$ cat src/rtl/core/modexp_pkg.sv
// Shared types, constants and the microcode program of the modular exponentiation block.
// Used by modexp_datapath and modular_exponentiation; depends on nothing else.
package modexp_pkg;

  localparam int unsigned FIELD_W      = 63;   // base and exponent width
  localparam int unsigned RESULT_W     = 31;   // power_result width
  localparam int unsigned CFG_W        = 31;   // modulus register write width
  localparam int unsigned IN_TDATA_W   = 128;  // two 63-bit fields, padded to bytes
  localparam int unsigned OUT_TDATA_W  = 32;
  localparam int unsigned DIV_W        = 64;   // dividend shifter of the reducer
  localparam int unsigned CNT_W        = 7;    // reduction step count, up to 64
  localparam int unsigned UPC_W        = 4;

  localparam logic [CFG_W-1:0] MODULUS_RESET = 31'd1000000007;

  typedef enum logic [3:0] {
    OP_NONE     = 4'd0,
    OP_LOAD     = 4'd1,  // take a word: exponent, base into the reducer
    OP_RED_STEP = 4'd2,  // one restoring remainder step
    OP_BASE_SET = 4'd3,  // base <= remainder
    OP_MUL_ACC  = 4'd4,  // reducer <= acc * base
    OP_ACC_SET  = 4'd5,  // acc <= remainder
    OP_MUL_SQR  = 4'd6,  // reducer <= base * base
    OP_SQR_SET  = 4'd7,  // base <= remainder, exponent >>= 1
    OP_OUT      = 4'd8   // acc into the output register
  } op_t;

  typedef enum logic [2:0] {
    CND_NONE     = 3'd0,
    CND_ALWAYS   = 3'd1,
    CND_IN_IDLE  = 3'd2,
    CND_RED_MORE = 3'd3,
    CND_EXP_ZERO = 3'd4,
    CND_BIT_CLR  = 3'd5,
    CND_OUT_BUSY = 3'd6
  } cond_t;

  typedef struct packed {
    op_t              op;
    cond_t            cond;
    logic [UPC_W-1:0] target;
  } uword_t;

  typedef struct packed {
    logic exp_zero;
    logic exp_bit0;
    logic red_last;
  } dp_status_t;

  localparam logic [UPC_W-1:0] L_IDLE     = 4'd0;
  localparam logic [UPC_W-1:0] L_RED_BASE = 4'd1;
  localparam logic [UPC_W-1:0] L_BASE_SET = 4'd2;
  localparam logic [UPC_W-1:0] L_LOOP     = 4'd3;
  localparam logic [UPC_W-1:0] L_BIT_TEST = 4'd4;
  localparam logic [UPC_W-1:0] L_MUL_ACC  = 4'd5;
  localparam logic [UPC_W-1:0] L_RED_ACC  = 4'd6;
  localparam logic [UPC_W-1:0] L_ACC_SET  = 4'd7;
  localparam logic [UPC_W-1:0] L_MUL_SQR  = 4'd8;
  localparam logic [UPC_W-1:0] L_RED_SQR  = 4'd9;
  localparam logic [UPC_W-1:0] L_SQR_SET  = 4'd10;
  localparam logic [UPC_W-1:0] L_OUT      = 4'd11;
  localparam logic [UPC_W-1:0] L_DONE     = 4'd12;

  // Jump to target when the condition holds, else advance.
  function automatic uword_t ucode_rom(input logic [UPC_W-1:0] upc);
    uword_t w;
    case (upc)
      L_IDLE:     w = '{OP_LOAD,     CND_IN_IDLE,  L_IDLE};
      L_RED_BASE: w = '{OP_RED_STEP, CND_RED_MORE, L_RED_BASE};
      L_BASE_SET: w = '{OP_BASE_SET, CND_NONE,     L_IDLE};
      L_LOOP:     w = '{OP_NONE,     CND_EXP_ZERO, L_OUT};
      L_BIT_TEST: w = '{OP_NONE,     CND_BIT_CLR,  L_MUL_SQR};
      L_MUL_ACC:  w = '{OP_MUL_ACC,  CND_NONE,     L_IDLE};
      L_RED_ACC:  w = '{OP_RED_STEP, CND_RED_MORE, L_RED_ACC};
      L_ACC_SET:  w = '{OP_ACC_SET,  CND_NONE,     L_IDLE};
      L_MUL_SQR:  w = '{OP_MUL_SQR,  CND_NONE,     L_IDLE};
      L_RED_SQR:  w = '{OP_RED_STEP, CND_RED_MORE, L_RED_SQR};
      L_SQR_SET:  w = '{OP_SQR_SET,  CND_ALWAYS,   L_LOOP};
      L_OUT:      w = '{OP_OUT,      CND_OUT_BUSY, L_OUT};
      L_DONE:     w = '{OP_NONE,     CND_ALWAYS,   L_IDLE};
      default:    w = '{OP_NONE,     CND_ALWAYS,   L_IDLE};
    endcase
    return w;
  endfunction

endpackage

$ cat src/rtl/core/modexp_datapath.sv
// Datapath of the modular exponentiation block: accumulator, base, exponent shifter,
// one multiplier and a bit-serial restoring reducer. Driven by ops from modexp_pkg.
module modexp_datapath #(
  parameter int unsigned MOD_BITS = 31
) (
  input  logic                          clk,
  input  modexp_pkg::op_t               op,
  input  logic [modexp_pkg::FIELD_W-1:0] base_value,
  input  logic [modexp_pkg::FIELD_W-1:0] exponent_value,
  input  logic [MOD_BITS-1:0]           modulus,   // already at least two
  output logic [MOD_BITS-1:0]           acc,
  output modexp_pkg::dp_status_t        status
);
  import modexp_pkg::*;

  localparam int unsigned PROD_W = 2 * MOD_BITS;

  logic [MOD_BITS-1:0] base;
  logic [FIELD_W-1:0]  exponent;
  logic [DIV_W-1:0]    dividend;
  logic [MOD_BITS-1:0] rem;
  logic [CNT_W-1:0]    cnt;

  logic [MOD_BITS-1:0] mul_a;
  logic [PROD_W-1:0]   product;
  logic [MOD_BITS:0]   shifted;
  logic [MOD_BITS:0]   diff;
  logic [MOD_BITS-1:0] rem_next;

  assign mul_a   = (op == OP_MUL_ACC) ? acc : base;
  assign product = PROD_W'(mul_a) * PROD_W'(base);

  // One restoring step: bring in the next dividend bit, subtract when it fits.
  assign shifted  = {rem, dividend[DIV_W-1]};
  assign diff     = shifted - (MOD_BITS+1)'(modulus);
  assign rem_next = (shifted >= (MOD_BITS+1)'(modulus)) ? diff[MOD_BITS-1:0]
                                                         : shifted[MOD_BITS-1:0];

  always_ff @(posedge clk) begin
    case (op)
      OP_LOAD: begin
        exponent <= exponent_value;
        dividend <= {base_value, 1'b0};
        cnt      <= CNT_W'(FIELD_W);
        rem      <= '0;
        acc      <= MOD_BITS'(1);
      end
      OP_RED_STEP: begin
        rem      <= rem_next;
        dividend <= {dividend[DIV_W-2:0], 1'b0};
        cnt      <= cnt - CNT_W'(1);
      end
      OP_BASE_SET: begin
        base <= rem;
      end
      OP_MUL_ACC, OP_MUL_SQR: begin
        // left-align the product so the reducer always starts at the top bit
        dividend <= DIV_W'(product) << (DIV_W - PROD_W);
        cnt      <= CNT_W'(PROD_W);
        rem      <= '0;
      end
      OP_ACC_SET: begin
        acc <= rem;
      end
      OP_SQR_SET: begin
        base     <= rem;
        exponent <= exponent >> 1;
      end
      default: begin
      end
    endcase
  end

  assign status.exp_zero = (exponent == '0);
  assign status.exp_bit0 = exponent[0];
  assign status.red_last = (cnt == CNT_W'(1));

endmodule

$ cat src/rtl/core/modular_exponentiation.sv
// Modular exponentiation, right-to-left square-and-multiply, microcoded sequencer.
// The base is first reduced by the modulus; then each exponent bit up to the highest set one
// costs a squaring and its reduction, plus a multiply and its reduction when the bit is set.
// The reducer makes one remainder bit per cycle.
// One word in flight: the next word is taken only after the result has been registered.
// Synchronous reset: modulus 1000000007, sequencer idle, output empty, no word taken.
module modular_exponentiation #(
  parameter int unsigned MOD_BITS = 31
) (
  input  logic                               clk,
  input  logic                               rst,
  input  logic                               cfg_valid,
  output logic                               cfg_ready,
  input  logic [modexp_pkg::CFG_W-1:0]       cfg_data,      // modulus
  input  logic                               s_axis_tvalid,
  output logic                               s_axis_tready,
  // [62:0] base_value, [125:63] exponent_value, [127:126] zero
  input  logic [modexp_pkg::IN_TDATA_W-1:0]  s_axis_tdata,
  output logic                               m_axis_tvalid,
  input  logic                               m_axis_tready,
  // [30:0] power_result, [31] zero
  output logic [modexp_pkg::OUT_TDATA_W-1:0] m_axis_tdata
);
  import modexp_pkg::*;

  logic [MOD_BITS-1:0]  modulus;
  logic [MOD_BITS-1:0]  mod_eff;
  logic [UPC_W-1:0]     upc;
  logic [UPC_W-1:0]     upc_next;
  uword_t               uw;
  op_t                  dp_op;
  dp_status_t           status;
  logic [MOD_BITS-1:0]  acc;
  logic [RESULT_W-1:0]  result;
  logic                 out_busy;
  logic                 take;

  assign uw            = ucode_rom(upc);
  assign s_axis_tready = (uw.op == OP_LOAD) && !rst;
  // take a modulus write only while idle and while no word is offered
  assign cfg_ready     = (upc == L_IDLE) && !s_axis_tvalid && !rst;
  assign out_busy      = m_axis_tvalid && !m_axis_tready;

  // a stored modulus below two counts as two
  assign mod_eff = (modulus < MOD_BITS'(2)) ? MOD_BITS'(2) : modulus;

  always_comb begin
    case (uw.cond)
      CND_ALWAYS:   take = 1'b1;
      CND_IN_IDLE:  take = !s_axis_tvalid;
      CND_RED_MORE: take = !status.red_last;
      CND_EXP_ZERO: take = status.exp_zero;
      CND_BIT_CLR:  take = !status.exp_bit0;
      CND_OUT_BUSY: take = out_busy;
      default:      take = 1'b0;
    endcase
    upc_next = take ? uw.target : upc + UPC_W'(1);
    dp_op    = (uw.op == OP_LOAD && !s_axis_tvalid) ? OP_NONE : uw.op;
  end

  always_ff @(posedge clk) begin
    if (rst) begin
      upc     <= L_IDLE;
      modulus <= MOD_BITS'(MODULUS_RESET);
    end else begin
      upc <= upc_next;
      if (cfg_valid && cfg_ready) begin
        modulus <= MOD_BITS'(cfg_data);
      end
    end
  end

  always_ff @(posedge clk) begin
    if (rst) begin
      m_axis_tvalid <= 1'b0;
    end else if (uw.op == OP_OUT && !out_busy) begin
      m_axis_tvalid <= 1'b1;
    end else if (m_axis_tready) begin
      m_axis_tvalid <= 1'b0;
    end
  end

  always_ff @(posedge clk) begin
    if (uw.op == OP_OUT && !out_busy) begin
      result <= RESULT_W'(acc);
    end
  end

  assign m_axis_tdata = {1'b0, result};

  modexp_datapath #(
    .MOD_BITS(MOD_BITS)
  ) u_datapath (
    .clk            (clk),
    .op             (dp_op),
    .base_value     (s_axis_tdata[FIELD_W-1:0]),
    .exponent_value (s_axis_tdata[2*FIELD_W-1:FIELD_W]),
    .modulus        (mod_eff),
    .acc            (acc),
    .status         (status)
  );

  // a fresh result is always fully reduced
  assert property (@(posedge clk) disable iff (rst)
    $rose(m_axis_tvalid) |-> (acc < mod_eff))
    else $error("result not below modulus");

  // an accepted word starts the program, so the input closes next cycle
  assert property (@(posedge clk) disable iff (rst)
    (s_axis_tvalid && s_axis_tready) |=> (!s_axis_tready && upc == L_RED_BASE))
    else $error("sequencer did not leave idle after input word");

  // a reduction never runs past its last bit
  assert property (@(posedge clk) disable iff (rst)
    (uw.op == OP_RED_STEP && status.red_last) |=> (uw.op != OP_RED_STEP))
    else $error("reduction overran its step count");

endmodule
$ cat config.mk
export PLATFORM = sky130hd
export DESIGN_NAME = modular_exponentiation
export DESIGN_NICKNAME = d
export VERILOG_FILES = /design/src/rtl/core/modexp_pkg.sv /design/src/rtl/core/modexp_datapath.sv /design/src/rtl/core/modular_exponentiation.sv
export SDC_FILE = /design/constraint.sdc
export NUM_CORES = 2
export LEC_CHECK = 0
export ABC_AREA = 1
export BUFFER_PORTS_ARGS = -buffer_cell sky130_fd_sc_hd__buf_4
export CAP_MARGIN = 20
export CORE_MARGIN = 3
export CORE_UTILIZATION = 41
export CTS_BUF_LIST = sky130_fd_sc_hd__clkbuf_8 sky130_fd_sc_hd__clkbuf_16
export CTS_CLUSTER_DIAMETER = 150
export DETAILED_ROUTE_END_ITERATION = 12
export GPL_TIMING_DRIVEN = 0
export PLACE_DENSITY = 0.67
export SLEW_MARGIN = 0
export SYNTH_ARGS = -nofsm -noshare
export SYNTH_HDL_FRONTEND = slang
export SYNTH_HIERARCHICAL = 1
export SYNTH_SLANG_ARGS = --single-unit
export TNS_END_PERCENT = 5
$ cat constraint.sdc
create_clock -name clk -period 11.2 [get_ports clk]
set_input_delay 2.24 -clock clk [delete_from_list [all_inputs] [get_ports clk]]
set_output_delay 2.24 -clock clk [all_outputs]
set_load 0.05 [all_outputs]
Yosys cells after proc, flatten, opt, wreduce, memory -nomap -nowiden:

Memories as Yosys holds them, arrays and structs flattened. A register that Yosys moved wholly into a read port is not among the register bits.
Cells that the tools add are included.

* multiplexer cells: 14
* reductions and logical operators: 23
* equal/unequal tests: 16
* $add $sub $neg: 3
* order comparisons: 2
* multipliers: 1

Operators by type and width (number)
* $pmux 64 s3: 1
* $pmux 63 s2: 1
* $pmux 31 s2: 2
* $mux 31: 3
* $logic_not 63->1: 1
* $mul 31x31->62: 1
* $ge 32x31->1: 1
* $lt 31x2->1 const B: 1
* $sub 31x31->31: 1
* $pmux 7 s3: 1
* $eq 4x3->1 const B: 4
* $mux 4: 3
* $eq 3x3->1 const B: 3
* $eq 4x1->1 const B: 2
* $eq 4x2->1 const B: 2
* $reduce_bool 2->1: 4
* $eq 7x1->1 const B: 1
* $logic_and 1x1->1: 7
* $sub 7x1->7 const B: 1
* $eq 3x2->1 const B: 2
* $logic_not 1->1: 6
* $pmux 1 s6: 1
* $add 4x1->4 const B: 1
* $eq 4x4->1 const B: 1
* other kinds (6): 8

* memory bits (read-only): 176
* bits in registers: 294
* memories: 1
* word-level logic and storage cells: 70

Memory list
* (name not given): words 16, width 11, rd ports 1, clocked after memory_dff 1, wr ports 0, line modexp_pkg.sv:67 `case (upc)`

Depth between registers and ports, before layout:

* depth in word-level cells: 7
* depth in mapped cells: 41
* gate-level depth less buffers: 37

Modules after synthesis:

The synthesis kept the hierarchy.

By module, submodules not included
* modexp_datapath: instances 1, cells an instance 5626, seq. area each 6786.5 um2, area an instance 44486.4 um2
* modular_exponentiation: instances 1, cells an instance 338, seq. area each 1871.8 um2, area an instance 3113.0 um2

Least setup slack after synthesis:

Ideal clock, no wire load.

* path kind: input-to-reg
* start point: input s_axis_tvalid
* end point: register u_datapath.dividend[59] (data pin)
* data arrival time: 9.127 ns
* path slack: 1.820 ns
* stages: 33
* buffers on the path: 2
* data required time: 10.946 ns
* setup time: 0.254 ns
* cell sequence: inv_1 a31oi_1 nor2_8 nand2_4 inv_2 buf_4 o21ai_2 buf_2 nor2_1 fa_1 inv_1 fa_1 inv_1 fa_1 inv_1 fa_1 inv_1 fa_1 fa_1 fa_1 fa_1 ha_1 nand2_1 nor2_1 inv_1 nor2_1 nand2_1 nor3_1 nand2_1 nand3_1 nand2_1 nand3_1 nand2_1

* longest elaborated chain between the ends: 7
* elaborated cells between the ends (all ways): 11
* classes of those cells: mul (1); eq/ne (4); mux (3); reduce/logical (3)

RTL lines
* from (decl): line modular_exponentiation.sv:15 `input logic s_axis_tvalid,`
* $logic_not 1->1 *: line modular_exponentiation.sv:58 `dp_op = (uw.op == OP_LOAD && !s_axis_tvalid) ? OP_NONE : uw.op;`
* $logic_and 1x1->1 *: line modular_exponentiation.sv:58
* $mux 4 *: line modular_exponentiation.sv:58
* net dp_op[0]: line modular_exponentiation.sv:31 `op_t dp_op;`
* $eq 4x3->1: line modexp_datapath.sv:30, modexp_datapath.sv:40
* $mux 31: line modexp_datapath.sv:30 `assign mul_a = (op == OP_MUL_ACC) ? acc : base;`
* $mul 31x31->62: line modexp_datapath.sv:31 `assign product = PROD_W'(mul_a) * PROD_W'(base);`
* $pmux 64 s3 *: line modexp_datapath.sv:40 `case (op)`
* to (signal assigned): line modexp_datapath.sv:43 `dividend <= {base_value, 1'b0};`
* to (signal assigned): line modexp_datapath.sv:50 `dividend <= {dividend[DIV_W-2:0], 1'b0};`
* to (signal assigned): line modexp_datapath.sv:58 `dividend <= DIV_W'(product) << (DIV_W - PROD_W);`
* to (decl): line modexp_datapath.sv:20 `logic [DIV_W-1:0] dividend;`

The timed path passes the listed nets; every way through them passes the cells marked *. The select of a mux whose other input is x is not followed.
A chain may end at the register's enable or synchronous reset.

Final worst setup path:

* start point: input s_axis_tvalid
* end point: register u_datapath.dividend[58] (data pin)

Same word-level chain as after synthesis.

==> key figures <==
GRT
  • First-pass GRT wire length: around 270000 microns
  • Global-route met3 utilization: 0.06826
  • GRT Util Overall: 0.2988
  • Vias in the first global route: 41.10k
  • GR Layer Usage met1: 0.4088
  • Grt total ovfl: 0
  • GR Util met2: 0.4485
  • Gr busiest metal: met2
  • Antenna violations before repair: 6
  • Largest net degree at the start of global routing: 70

Finish
  • Number of cells in the finished layout apart from fillers: around 7.7k
  • # nets final: roughly 7.5k
  • Syn-to-layout area delta: 10.04%
  • Layout cell share with drive strength beyond 1: 0.07010

Job
  • Max Cap Viol: 0

CTS
  • CTS Root Buffer Type: clkbuf_16
  • Clk pin slew, worst setup/hold paths: 60 ps
  • Postcts setup bufs: 0
  • Max Buffers Root-to-Sink: 3
  • CTS Buf Count: 35
  • Clk_lat worst skew: about 560 ps
  • CTS tree: built
  • Hold_buf cts: 0
  • CTS sink count: a little over 300
  • H-Tree Depth: 2

Setup path
  • Max FO, Critical Path: 10
  • Worst reg2reg endpoint: u_datapath/dividend[58]
  • Worst r2r src: uw[10]
  • CP arrival: about 11000 ps
  • Setup crit start: s_axis_tvalid
  • Worst path required time: 11510 ps
  • Reg2reg setup slack: 1720 ps
  • Worst Reg-to-Reg Cells: 31
  • Max incr delay on CP: 640 ps
  • CP Capture Point: u_datapath/dividend[58]
  • CP Launch Type: input pin
  • CP Capture Type: flip-flop
  • Top cell by count, worst path: fa_1
  • Slowest CP cell: clkinv_1
  • Crit Path Category: in -> reg

Placement
  • Port Buffers: a little under 200
  • Final GP Congestion: ~1.1
  • Placed Cells: about 7.7k
  • Hpwl dp: ~150000 microns

Synthesis
  • Mapped Cells: roughly 6.0k
  • Ys async rst share: 0
  • Netlist cell types: 49
  • Number of flops mapped to enable cells by yosys: 257
  • Synth area leader: fa_1
  • Area contributors post-synth: fa_1, edfxtp_1, nand2_1
  • Synth warn: 6
  • Yosys reg bits: 304
  • Top cell type's share of synthesized area: 0.3524
  • Register area share after synthesis: 0.1819
  • Dominant synthesized flop cell: edfxtp_1
  • Post-synthesis net count: a little over 7k
  • Avg Cell Area, Syn: about 8 sq um
  • Mapped cell area: 47600 sq um

Route
  • Initial DRT Pass Iterations: 6
  • Vias per cell: ~5.2
  • DRC viols: 0
  • Routed vias: about 40k
  • Drt total wl: ~180000 microns
  • Antenna viol nets, final: 0
  • Detailed Route Iter0 Violations: between 3k and 4k
  • WL per Instance: about 23 microns

STA
  • Hold Slack: ~480 ps
  • Fmax: about 0.092 GHz
  • Final setup TNS: 0 ps
  • Fin Clk Skew: between 30 and 40 ps
  • RSZ-0062 raised after global routing: false
  • Final Hold Viols: 0
  • Headroom to the max-slew limit: 0.1498
  • Final setup fails: 0
  • Final Critical Period: roughly 11000 ps
  • Slew @ Worst Pin: ~1300 ps
  • Final Cycle Share: 0.9740
  • Slew Limit Fails: 0

Floorplan
  • I/O Pins: a little under 200
  • Die Wd: 346.7 microns
  • Starting density of the core: 0.4146
  • Die height: about 350 microns
  • CORE AREA: between 100000 and 150000 sq um
  • Die footprint: roughly 120000 sq um
  • Cell Rows: 124

Worst hold path
  • Hold WC Path Type: reg -> reg

Outcome
  • Status: finished clean
[layout by cell type (no fill, tap or decap), types with 7 or more instances in the layout]
cell       count
nand2_1     1567
inv_1       1322
fa_1         838
nor2_1       774
ha_1         292
edfxtp_1     257
buf_4        223
nand3_1      176
clkbuf_1     150
a21oi_1      110
o21ai_0       74
buf_2         62
dfxtp_1       47
clkbuf_16     35
nand4_1       30
nor3_1        28
inv_2         25
nor4_1        24
a22o_1        21
xor2_1        18
o21ai_1       16
clkinv_1      14
or2_2         11
o21ai_2       11
o21ai_4        9
buf_6          8
buf_1          8
and2_1         7
[metrics by stage]
step / util / setup WS, ps / instance area, sq um
after global routing: 0.4562 / 14.97 / 52380
after detailed placement: 0.4457 / -534.7 / 51170
after global placement: 0.4438 / -624.7 / 50960
after floorplan: - / 1820 / 47600
after CTS: 0.4556 / 3.673 / 52310
final: 0.4562 / 291.6 / 52380
[logic make-up (layout without fill, tap and decap cells)]
| group | Yosys count | in the layout | share of synthesized area |
|---|---|---|---|
| flops | 304 | 304 | 0.1819 |
| other cells | 1 | 3 | 0.00007878 |
| xor+xnor | 24 | 24 | 0.004416 |
| simple gates | 2642 | 2642 | 0.2202 |
| buf+inv | 1605 | 1875 | 0.1316 |
| compound gates | 258 | 258 | 0.03254 |
| fa+ha+maj | 1130 | 1130 | 0.4292 |
[synth_stat cells, types with 26 or more instances]
cell type and n:
inv_2 26, nor3_1 30, nor2_1 775, buf_2 63
nand4_1 30, inv_1 1314, nand2_1 1568, ha_1 292
edfxtp_1 257, o21ai_0 75, clkbuf_1 150, fa_1 838
nand3_1 176, dfxtp_1 47, a21oi_1 111, buf_4 28
[sequential cells by signal, summed over array words and instances, names as in the netlist]
| register | cells |
|---|---|
| u_datapath/cnt | 7 |
| upc | 4 |
| u_datapath/dividend | 63 |
| u_datapath/exponent | 63 |
| u_datapath/base | 31 |
| uw | 11 |
| u_datapath/acc | 31 |
| u_datapath/rem | 31 |
| m_axis_tvalid | 1 |
| modulus | 31 |
| result | 31 |
[area by class of cell]
cell class	count	area, sq um
clock buffer	35	875.8
timing repair buffer	206	1682
antenna	2	5.005
sequential	304	8658
multi-input combinational	4055	32730
buffer	257	1209
clock inverter	29	266.5
fill	11540	62430
inverter	1348	5061
tap	1512	1892
[what timing repair did]
action	in CTS	in global routing
gates resized for setup	0	4
endpoints found under the hold margin	0	0
endpoints found under the setup margin	0	34
[worst min path at each step]
stage | cells after the start | to | from
floorplan | 0 | result[0] | u_datapath/acc[0]
global placement | 0 | result[16] | u_datapath/acc[16]
detailed placement | 0 | result[16] | u_datapath/acc[16]
CTS | 0 | result[16] | u_datapath/acc[16]
global route | 0 | result[16] | u_datapath/acc[16]
finish | 0 | result[16] | u_datapath/acc[16]
[per-layer routing]
layer | part of all wire | vias up
met4 | 0.058 | 4
met2 | 0.43 | 1982
met3 | 0.10 | 359
li1 | - | 18070
met1 | 0.41 | 19850
met5 | 0.00015 | -
[critical path: cells and delay by family]
kind                     cells  cell delay (ps)
adder cells (fa/ha/maj)      9             4790
AND/OR/NAND/NOR             13             1690
AO/OA/AOI/OAI                2              790
buffers and inverters        8             1640
Power is left out: the tool's default activity adds up to more than one toggle a clock period on the data nets, which glitch-free logic cannot reach.
